File: config.mk
export PLATFORM = sky130hd
export DESIGN_NAME = sync_byte_deframer_with_value_queue_top
export DESIGN_NICKNAME = d
export VERILOG_FILES = /design/src/rtl/core/sbd_pkg.sv /design/src/rtl/core/sbd_ram.sv /design/src/rtl/core/sbd_framer.sv /design/src/rtl/core/sbd_queue.sv /design/src/rtl/core/sync_byte_deframer_with_value_queue_top.sv
export VERILOG_INCLUDE_DIRS = /design/src /design/src/rtl/core
export SDC_FILE = /design/constraint.sdc
export NUM_CORES = 2
export LEC_CHECK = 0
export BUFFER_PORTS_ARGS = -buffer_cell sky130_fd_sc_hd__buf_2
export CAP_MARGIN = 20
export CORE_ASPECT_RATIO = 0.8
export CORE_MARGIN = 10
export CORE_UTILIZATION = 60
export CTS_CLUSTER_DIAMETER = 150
export DETAILED_ROUTE_END_ITERATION = 7
export PLACE_DENSITY = 0.76
export SETUP_SLACK_MARGIN = 0.4
export SLEW_MARGIN = 20
export SYNTH_ARGS = -nofsm -noshare
export SYNTH_HDL_FRONTEND = slang
export SYNTH_HIERARCHICAL = 1
export SYNTH_SLANG_ARGS = --single-unit
File: constraint.sdc
create_clock -name aclk -period 5.8 [get_ports aclk]
set_clock_uncertainty 0.05 [all_clocks]
set_input_delay 0.29 -clock aclk [delete_from_list [all_inputs] [get_ports aclk]]
set_output_delay 0.29 -clock aclk [all_outputs]
set_load 0.005 [all_outputs]
File: src/rtl/core/sync_byte_deframer_with_value_queue_top_assert.svh
// Assertion macros for the sync byte deframer core.
// Used by modules that have aclk and aresetn in scope; NO_ASSERTIONS removes them.
`ifndef SYNC_BYTE_DEFRAMER_WITH_VALUE_QUEUE_TOP_ASSERT_SVH
`define SYNC_BYTE_DEFRAMER_WITH_VALUE_QUEUE_TOP_ASSERT_SVH

`ifndef NO_ASSERTIONS

// Property checked at every edge out of reset
`define SBD_ASSERT(lbl, prop, msg) \
    lbl: assert property (@(posedge aclk) disable iff (!aresetn) (prop)) else $error(msg);

// Antecedent at one edge, consequent at the next
`define SBD_ASSERT_NEXT(lbl, ante, cons, msg) \
    lbl: assert property (@(posedge aclk) disable iff (!aresetn) (ante) |=> (cons)) \
        else $error(msg);

`else

`define SBD_ASSERT(lbl, prop, msg)
`define SBD_ASSERT_NEXT(lbl, ante, cons, msg)

`endif

`endif

File: src/rtl/core/sbd_pkg.sv
// Shared types and constants for the sync byte deframer core.
// No dependencies.
package sbd_pkg;

    localparam int BYTE_W      = 8;
    localparam int FRAME_BYTES = 8;
    localparam int CNT_W       = $clog2(FRAME_BYTES);
    localparam int NUM_VALUES  = 4;
    localparam int VALUE_W     = 16;
    localparam int ENTRY_W     = NUM_VALUES * VALUE_W;

    localparam int QUEUE_DEPTH = 32;
    localparam int QPTR_W      = $clog2(QUEUE_DEPTH);
    localparam int QFILL_W     = $clog2(QUEUE_DEPTH + 1);

    localparam logic [BYTE_W-1:0] SYNC_RESET = 8'hA5;

    // Meaning of the input tuser bit
    typedef enum logic {
        KIND_BYTE = 1'b0,
        KIND_READ = 1'b1
    } kind_t;

    // Frame receiver state
    typedef enum logic {
        FR_HUNT    = 1'b0,
        FR_COLLECT = 1'b1
    } fr_state_t;

    // Completed frame handed to the queue
    typedef struct packed {
        logic               valid;
        logic [ENTRY_W-1:0] entry;
    } push_t;

endpackage

File: src/rtl/core/sbd_ram.sv
// Generic single-port-write, single-port-read RAM with registered read data.
// No dependencies.
module sbd_ram #(
    parameter int WIDTH = 64,
    parameter int DEPTH = 32
) (
    input  logic                     aclk,
    input  logic                     we,
    input  logic [$clog2(DEPTH)-1:0] waddr,
    input  logic [WIDTH-1:0]         wdata,
    input  logic                     re,
    input  logic [$clog2(DEPTH)-1:0] raddr,
    output logic [WIDTH-1:0]         rdata
);

    logic [WIDTH-1:0] mem [DEPTH];

    always_ff @(posedge aclk) begin
        if (we) begin
            mem[waddr] <= wdata;
        end
        if (re) begin
            rdata <= mem[raddr];
        end
    end

endmodule

File: src/rtl/core/sbd_framer.sv
// Sync hunt and payload collection; builds one 64-bit value set per frame.
// Depends on sbd_pkg.
module sbd_framer (
    input  logic                      aclk,
    input  logic                      aresetn,
    input  logic                      cfg_we,
    input  logic [sbd_pkg::BYTE_W-1:0] cfg_wdata,
    input  logic                      byte_vld,
    input  logic [sbd_pkg::BYTE_W-1:0] byte_in,
    output sbd_pkg::push_t            push
);

    sbd_pkg::fr_state_t             state_reg, state_next;
    logic [sbd_pkg::CNT_W-1:0]      cnt_reg, cnt_next;
    logic [sbd_pkg::BYTE_W-1:0]     sync_reg;
    logic [sbd_pkg::BYTE_W-1:0]     shift_reg [sbd_pkg::FRAME_BYTES-1];
    logic [sbd_pkg::BYTE_W-1:0]     frame [sbd_pkg::FRAME_BYTES];
    logic                           last_byte;

    // Sync byte register
    always_ff @(posedge aclk) begin
        if (!aresetn) begin
            sync_reg <= sbd_pkg::SYNC_RESET;
        end else if (cfg_we) begin
            sync_reg <= cfg_wdata;
        end
    end

    // State and byte counter
    always_ff @(posedge aclk) begin
        if (!aresetn) begin
            state_reg <= sbd_pkg::FR_HUNT;
            cnt_reg   <= '0;
        end else begin
            state_reg <= state_next;
            cnt_reg   <= cnt_next;
        end
    end

    // Payload shift line, newest byte in slot 0
    always_ff @(posedge aclk) begin
        if (byte_vld && state_reg == sbd_pkg::FR_COLLECT) begin
            shift_reg[0] <= byte_in;
            for (int i = 1; i < sbd_pkg::FRAME_BYTES - 1; i++) begin
                shift_reg[i] <= shift_reg[i-1];
            end
        end
    end

    assign last_byte = (cnt_reg == sbd_pkg::CNT_W'(sbd_pkg::FRAME_BYTES - 1));

    // Frame bytes in arrival order; the last one comes straight from the input
    always_comb begin
        for (int j = 0; j < sbd_pkg::FRAME_BYTES - 1; j++) begin
            frame[j] = shift_reg[sbd_pkg::FRAME_BYTES - 2 - j];
        end
        frame[sbd_pkg::FRAME_BYTES-1] = byte_in;
    end

    // Value set, next state and push strobe
    always_comb begin
        // Pair bytes high first into values; value k lands in bits 16k+15..16k
        for (int k = 0; k < sbd_pkg::NUM_VALUES; k++) begin
            push.entry[k*sbd_pkg::VALUE_W +: sbd_pkg::VALUE_W] = {frame[2*k], frame[2*k+1]};
        end
        state_next = state_reg;
        cnt_next   = cnt_reg;
        push.valid = 1'b0;
        if (byte_vld) begin
            unique case (state_reg)
                sbd_pkg::FR_HUNT: begin
                    cnt_next = '0;
                    if (byte_in == sync_reg) begin
                        state_next = sbd_pkg::FR_COLLECT;
                    end
                end
                sbd_pkg::FR_COLLECT: begin
                    if (last_byte) begin
                        push.valid = 1'b1;
                        cnt_next   = '0;
                        state_next = sbd_pkg::FR_HUNT;
                    end else begin
                        cnt_next = cnt_reg + 1'b1;
                    end
                end
                default: begin
                    state_next = sbd_pkg::FR_HUNT;
                end
            endcase
        end
    end

endmodule

File: src/rtl/core/sbd_queue.sv
// Ring queue of value sets with overwrite-oldest push, plus read and output stages.
// Depends on sbd_pkg, sbd_ram and the assertion macro header.
`include "sync_byte_deframer_with_value_queue_top_assert.svh"

module sbd_queue (
    input  logic                        aclk,
    input  logic                        aresetn,
    input  sbd_pkg::push_t              push,
    input  logic                        pop_req,
    output logic                        ready,
    output logic                        m_tvalid,
    input  logic                        m_tready,
    output logic [sbd_pkg::ENTRY_W-1:0] m_tdata
);

    logic [sbd_pkg::QPTR_W-1:0]  wr_reg, wr_next;
    logic [sbd_pkg::QPTR_W-1:0]  rd_reg, rd_next;
    logic [sbd_pkg::QFILL_W-1:0] fill_reg, fill_next;
    logic                        full, empty, do_pop;
    logic                        p_vld_reg, p_vld_next, p_zero_reg, p_adv;
    logic                        m_vld_reg, m_vld_next;
    logic [sbd_pkg::ENTRY_W-1:0] m_data_reg, m_data_next;
    logic [sbd_pkg::ENTRY_W-1:0] rdata;

    function automatic logic [sbd_pkg::QPTR_W-1:0] next_slot(
        input logic [sbd_pkg::QPTR_W-1:0] p
    );
        if (p == sbd_pkg::QPTR_W'(sbd_pkg::QUEUE_DEPTH - 1)) begin
            return '0;
        end
        return p + 1'b1;
    endfunction

    assign full   = (fill_reg == sbd_pkg::QFILL_W'(sbd_pkg::QUEUE_DEPTH));
    assign empty  = (fill_reg == '0);
    assign do_pop = pop_req && !empty;

    // Pointer and fill update; push and pop never coincide
    always_comb begin
        wr_next   = wr_reg;
        rd_next   = rd_reg;
        fill_next = fill_reg;
        if (push.valid) begin
            wr_next = next_slot(wr_reg);
            if (full) begin
                rd_next = next_slot(rd_reg);
            end else begin
                fill_next = fill_reg + 1'b1;
            end
        end else if (do_pop) begin
            rd_next   = next_slot(rd_reg);
            fill_next = fill_reg - 1'b1;
        end
    end

    always_ff @(posedge aclk) begin
        if (!aresetn) begin
            wr_reg   <= '0;
            rd_reg   <= '0;
            fill_reg <= '0;
        end else begin
            wr_reg   <= wr_next;
            rd_reg   <= rd_next;
            fill_reg <= fill_next;
        end
    end

    sbd_ram #(
        .WIDTH (sbd_pkg::ENTRY_W),
        .DEPTH (sbd_pkg::QUEUE_DEPTH)
    ) u_store (
        .aclk  (aclk),
        .we    (push.valid),
        .waddr (wr_reg),
        .wdata (push.entry),
        .re    (do_pop),
        .raddr (rd_reg),
        .rdata (rdata)
    );

    // Read stage waits on RAM data; output register holds the result
    assign p_adv = !m_vld_reg || m_tready;
    assign ready = !p_vld_reg || p_adv;

    always_comb begin
        p_vld_next  = p_vld_reg;
        m_vld_next  = m_vld_reg;
        m_data_next = m_data_reg;
        if (p_vld_reg && p_adv) begin
            m_vld_next  = 1'b1;
            m_data_next = p_zero_reg ? '0 : rdata;
            p_vld_next  = 1'b0;
        end else if (m_tready) begin
            m_vld_next = 1'b0;
        end
        if (pop_req) begin
            p_vld_next = 1'b1;
        end
    end

    always_ff @(posedge aclk) begin
        if (!aresetn) begin
            p_vld_reg <= 1'b0;
            m_vld_reg <= 1'b0;
        end else begin
            p_vld_reg <= p_vld_next;
            m_vld_reg <= m_vld_next;
        end
    end

    always_ff @(posedge aclk) begin
        if (pop_req) begin
            p_zero_reg <= empty;
        end
        m_data_reg <= m_data_next;
    end

    assign m_tvalid = m_vld_reg;
    assign m_tdata  = m_data_reg;

    // Checks
    `SBD_ASSERT(a_fill_bound, fill_reg <= sbd_pkg::QFILL_W'(sbd_pkg::QUEUE_DEPTH), "fill over depth")
    `SBD_ASSERT_NEXT(a_pop_dec, aresetn && do_pop, fill_reg == $past(fill_reg) - 1'b1, "pop not counted")
    `SBD_ASSERT_NEXT(a_full_push, aresetn && push.valid && full, full && rd_reg != $past(rd_reg), "full push lost oldest")
    `SBD_ASSERT_NEXT(a_empty_zero, aresetn && p_vld_reg && p_zero_reg && p_adv, m_tvalid && m_tdata == '0, "empty read not zero")

endmodule

File: src/rtl/core/sync_byte_deframer_with_value_queue_top.sv
// Top level of the sync byte deframer with value queue.
// Depends on sbd_pkg, sbd_framer and sbd_queue.
//
// Channel   Ports                    Content
// input     s_tvalid/s_tready        s_tuser: kind; s_tdata: rx_byte
// result    m_tvalid/m_tready        m_tdata: speed_0..speed_3, speed_0 lowest
// config    cfg_we/cfg_wdata         sync_byte
//
// One item per cycle in either kind while s_tready is high. A read result passes through
// the registered RAM read and then the output register before it leaves on m_tdata.
// Reset (aresetn low, synchronous) clears the hunt state, pointers and fill level;
// the value store needs no clearing pass. s_tready drops only while a read result
// waits in the output register and another waits on the RAM read stage.
module sync_byte_deframer_with_value_queue_top (
    input  logic                         aclk,
    input  logic                         aresetn,
    input  logic                         cfg_we,
    input  logic [sbd_pkg::BYTE_W-1:0]   cfg_wdata,
    input  logic                         s_tvalid,
    output logic                         s_tready,
    input  logic [sbd_pkg::BYTE_W-1:0]   s_tdata,   // [7:0] rx_byte
    input  logic                         s_tuser,   // [0] kind
    output logic                         m_tvalid,
    input  logic                         m_tready,
    output logic [sbd_pkg::ENTRY_W-1:0]  m_tdata    // speed_0 .. speed_3, 16 bits each
);

    logic           s_xfer;
    logic           byte_vld;
    logic           pop_req;
    sbd_pkg::push_t push;

    // Split accepted transactions by kind
    assign s_xfer   = s_tvalid && s_tready;
    assign byte_vld = s_xfer && (s_tuser == sbd_pkg::KIND_BYTE);
    assign pop_req  = s_xfer && (s_tuser == sbd_pkg::KIND_READ);

    sbd_framer u_framer (
        .aclk      (aclk),
        .aresetn   (aresetn),
        .cfg_we    (cfg_we),
        .cfg_wdata (cfg_wdata),
        .byte_vld  (byte_vld),
        .byte_in   (s_tdata),
        .push      (push)
    );

    sbd_queue u_queue (
        .aclk     (aclk),
        .aresetn  (aresetn),
        .push     (push),
        .pop_req  (pop_req),
        .ready    (s_tready),
        .m_tvalid (m_tvalid),
        .m_tready (m_tready),
        .m_tdata  (m_tdata)
    );

endmodule

## Word level (Yosys, flattened, before mapping)

Memories as Yosys holds them, arrays and structs flattened. A register that Yosys moved wholly into a read port is not among the register bits.
Index checks and enable logic that the tools add are counted.

- Bits in registers: 95
- Bits in writable memories: 2,104
- Input bits: 22
- Output and inout bits: 66
- Word-level logic and storage cells: 77
- Memories kept: 2

- $add $sub $neg: 5
- Equal/unequal tests: 7
- Multiplexer cells: 34
- Bitwise logic cells: 2
- Reductions and logical operators: 17

Memories:

| memory | depth | bits a word | rd ports | clocked after memory_dff | wr ports | RTL line | text |
|---|---|---|---|---|---|---|---|
| u_queue.u_store.mem | 32 | 64 | 1 | 1 | 1 | sbd_ram.sv:16 | `logic [WIDTH-1:0] mem [DEPTH];` |
| u_framer.shift_reg | 7 | 8 | 7 | 0 | 7 | sbd_framer.sv:16 | `logic [sbd_pkg::BYTE_W-1:0] shift_reg [sbd_pkg::FRAME_BYTES-1];` |

Operators with widths:

| cell | count |
|---|---|
| 5-bit 2-to-1 mux | 8 |
| 1-bit 2-to-1 mux | 20 |
| 6-bit 2-to-1 mux | 3 |
| 5-bit by 1-bit adder with 5-bit output, second input constant | 2 |
| 5-bit == test, second input constant | 2 |
| 8-bit == test | 1 |
| 6-bit by 1-bit adder with 6-bit output, second input constant | 1 |
| 6-bit == test, second input constant | 1 |
| 1-bit logical AND | 6 |
| 6-bit zero test | 1 |
| 3-bit one-hot mux with 2 select lines | 1 |
| 2-bit nonzero test | 3 |
| 6-bit by 1-bit subtractor with 6-bit output, second input constant | 1 |
| 2-bit AND reduction | 2 |
| 3-bit by 1-bit adder with 3-bit output, second input constant | 1 |
| 3-bit == test, second input constant | 1 |
| 1-bit zero test | 3 |
| 3-bit 2-to-1 mux | 1 |
| 1-bit logical OR | 2 |
| 2-bit by 1-bit != test with 1-bit output, second input constant | 1 |
| 2-bit != test, second input constant | 1 |
| 1-bit inverter | 2 |
| 1-bit one-hot mux with 2 select lines | 1 |

## Longest topological paths before layout

- Word-level depth: 11
- Gate-level depth with buffers: 12
- Depth with buffers taken out: 11

## Cells and area by module

The synthesis kept the hierarchy.

By module, submodules not included:

| module | instances | cells an instance | area each (um^2) | sequential area each (um^2) |
|---|---|---|---|---|
| sbd_ram | 1 | 3,097 | 79,605.1 | 63,420.8 |
| sbd_queue | 1 | 253 | 3,403.3 | 2,312.2 |
| sbd_framer | 1 | 119 | 2,302.2 | 1,921.8 |
| sync_byte_deframer_with_value_queue_top | 1 | 2 | 16.3 | 0.0 |

## Least setup slack after synthesis

Ideal clock, no wire load.

- Path type: register to register
- Start: register u_queue.m_vld_reg, in the netlist u_queue/m_tvalid
- End: memory u_queue.u_store.mem[28][0] (enable)
- Library setup time: 0.487 ns
- Data arrival time: 4.391 ns
- Required time: 5.263 ns
- Path slack: 0.872 ns
- Cell stages (with the launch flop): 8
- Buffers on the path: 1
- Clock period less this slack: 4.928 ns
- Cells stage by stage: dfxtp_1 nor2b_1 nand2_1 and3b_1 and3_1 or3b_2 clkbuf_1 nor2_1

RTL lines:

| element | RTL line | text |
|---|---|---|
| start: declaration | sbd_queue.sv:21 | `logic m_vld_reg, m_vld_next;` |
| start signal: assignment | sbd_queue.sv:107 | `m_vld_reg <= m_vld_next;` |
| end: declaration | sbd_ram.sv:16 |  |

==> impl_metrics.yaml <==
outcome:
  status: "complete, no violations"
timing:
  relSlewSlack: 0.249
  fin_crit_ns: 4.08
  fin_crit_sh: 0.704
  finalHoldViolCount: 0
  setup_viol: 0
  max_freq_ghz: 0.245
  drv_slew: 0
  worst_slew_pin_slew_ns: 1.13
  finalSetupTns_ns: 0
  rsz0062_at_grt: "false"
  setup_ws_ns: 1.72
die:
  core_region_area_um2: 141000
  initial_core_util: 0.605
  die_w_um: 442
  pin_count: 88
  rows: 123
  dieArea_um2: 158000
  fp.dieH_um: 357
drt:
  wirelength_mm: 204
  via_count: 39500
  drtIter0Drc: 5686
  viasPerCell: 6.85
  first_pass_iters: 5
  drtAntennaViolNets: 0
  wl_per_cell_um: 35.4
  drc_errors: 0
worst_setup_path:
  crit_path_max_incr_delay_ns: 0.88
  cp.required_ns: 6.19
  arrival_ns: 4.48
  crit_path_top_delay_cell: "nor2_4"
  r2r-start: "u_queue/m_tvalid"
  path_buf_inv: 1
  path_max_fanout: 48
  critPathCaptureType: "flip-flop"
  worstPathCellList: "nor2b_1 -> nand2_1 -> and3b_1 -> and3_1 -> nand3_1 -> nor2_4 -> buf_12"
  cpLargestDelayFamily: "simple AND/OR/NAND/NOR gates"
  crit_start: "u_queue/m_tvalid"
  critPathLaunchType: "flip-flop"
  critPathKind: "flip-flop to flip-flop"
power_and_ir_drop:
  vdd_drop_max_mv: 0.321
  p_leak_nw: 28.8
  p_per_area_nw_per_um2: 366
  p_total_mw: 35.0
logic_synthesis:
  mappedNetlistArea_um2: 85300
  syn_nets: 3504
  avgSynthCellArea_um2: 24.6
  synth.largest_area_cell: "edfxtp_1"
  synth_warnings: 6
  synth.distinct_cells: 58
  syn_inst: 3471
  yosys_most_used_dff: "edfxtp_1"
  synth-seq-cells: 2263
  synth_area_leaders: "edfxtp_1 (79%), mux4_2 (16%), mux2_2 (0.98%), dfxtp_1 (0.70%), nor2b_1 (0.61%)"
  yosysSeqAreaShare: 0.793
  async_flop_share: 0
  synth_top_area_frac: 0.786
  synth_edf_count: 2233
global_route:
  grt_pass1_wl_mm: 293
  grt_pass1_vias: 40100
  antenna_found_initial: 7
  grtUsageTotal: 0.257
  grt_max_degree: 97
  grt_overflow: 0
cts:
  cts_tree: "yes"
  cts_setup_buffers: 0
  worstSkewPairLatency_ns: 0.83
  cts_root_buf: "clkbuf_16"
  htreeDepth: 4
  clk_pin_slew_worst_paths_ns: 0.06
  numCtsBuffers: 199
  cts_max_path_buffers: 3
  numClockSinks: 2263
finish:
  largest_register_ff_count: 2048
  drive_above_1_share: 0.306
  final_common_cell: "edfxtp_1"
  num_antenna_cells: 0
  syn_to_final_growth_pct: 12.0
  top_register: "u_queue/u_store/mem"
  fin_util: 0.678
  layout_common_cells: "edfxtp_1 (2,233), mux4_2 (602), clkbuf_16 (203)"
  fin_nets: 3768
placement:
  port_buffers: 87
  dp_hpwl_mm: 99.6
  place_ws_ns: 1.71
  globalplace.congestion: 0.755
min_path:
  min_from: "s_tdata[2]"
  hold_class: "primary input to flip-flop"
flow_run:
  maxCapViolations: 0
==> worst paths after layout <==
| path | end | slack [ns] | cells past startpoint |
|---|---|---|---|
| worst max register to register | u_queue/u_store/mem[27][54] | 1.72 | 7 |
| worst min-delay path | u_queue/u_store/mem[0][50] | 0.03 | 1 |
| worst min register to register | u_framer/shift_reg[5][7] | 0.44 | 0 |
| worst max-delay path | u_queue/u_store/mem[27][54] | 1.72 | 7 |
==> cell usage after synthesis (2+ instances only) <==
cell type,count
edfxtp_1,2233
a41oi_1,2
and3_1,4
mux2_2,74
nor3b_1,2
a221oi_1,12
a211oi_1,4
a21o_1,4
buf_6,3
a21boi_0,3
nand3_1,7
xnor2_1,5
nor3_1,5
nand3b_1,5
ha_1,10
nor2_1,47
o21a_1,2
mux4_2,602
a21oi_1,5
o22ai_1,11
inv_1,3
nand2_1,19
a22oi_1,4
buf_1,19
xor2_1,7
or3b_2,2
buf_4,22
o2bb2ai_1,3
o31a_1,3
mux2i_1,51
and2_1,5
nor2b_1,83
o221ai_1,3
dfxtp_1,30
clkbuf_1,65
buf_2,68
o211ai_1,3
nand2b_1,5
o21ai_0,17
==> worst register-to-register path: stages, from the launching register on <==
cell and delay, ns:
dfxtp_1 0.30, nor2b_1 0.18, nand2_1 0.13, and3b_1 0.28
and3_1 0.58, nand3_1 0.77, nor2_4 0.88, buf_12 0.39
==> report_power, final <==
part | internal [mW] | switching, mW
logic | 2.17 | 1.95
clock network | 6.93 | 5.75
registers | 18.0 | 0.165
total | 27.1 | 7.87
==> area by class of cell <==
cell class | instances | area [µm²]
repair buffers | 240 | 2390
well taps | 1875 | 2350
clock inverters | 104 | 846
clock buffers | 253 | 5270
fillers | 8213 | 45400
multi-input cells | 1026 | 17100
inverters | 5 | 18.8
flip-flops and latches | 2263 | 67700
==> metrics by stage <==
| stage | instances | area [µm²] | hold slack (ns) |
|---|---|---|---|
| after floorplan | 3471 | 85300 | 0.339 |
| after global placement | 5349 | 88700 | 0.388 |
| after detailed placement | 5351 | 88800 | 0.413 |
| after CTS | 5739 | 95200 | 0.00889 |
| after global routing | 5766 | 95600 | 0.0418 |
| final | 5766 | 95600 | 0.0302 |
==> timing repair <==
item                       CTS  global route
resized for setup            0             0
hold endpoints to repair   156             0
hold buffers                31             0
setup endpoints to repair    0             0
==> routing by layer <==
metal	track usage	up-vias	part of all wire
li1	-	15400	-
met3	0.0483	350	0.12
met1	0.381	20900	0.37
met4	0.0652	2	0.026
met5	0	-	0.000088
met2	0.403	2820	0.48
==> logic make-up (layout without fill, tap and decap cells) <==
family,Yosys count,after routing,synth area share
flops,2263,2263,0.793
fa+ha+maj,11,11,0.00170
mux,727,727,0.175
buf+inv,182,602,0.0102
xor+xnor,12,12,0.00123
simple gates,194,194,0.0125
compound gates,82,82,0.00680
Note: power is estimated with default switching activity, not from simulation.
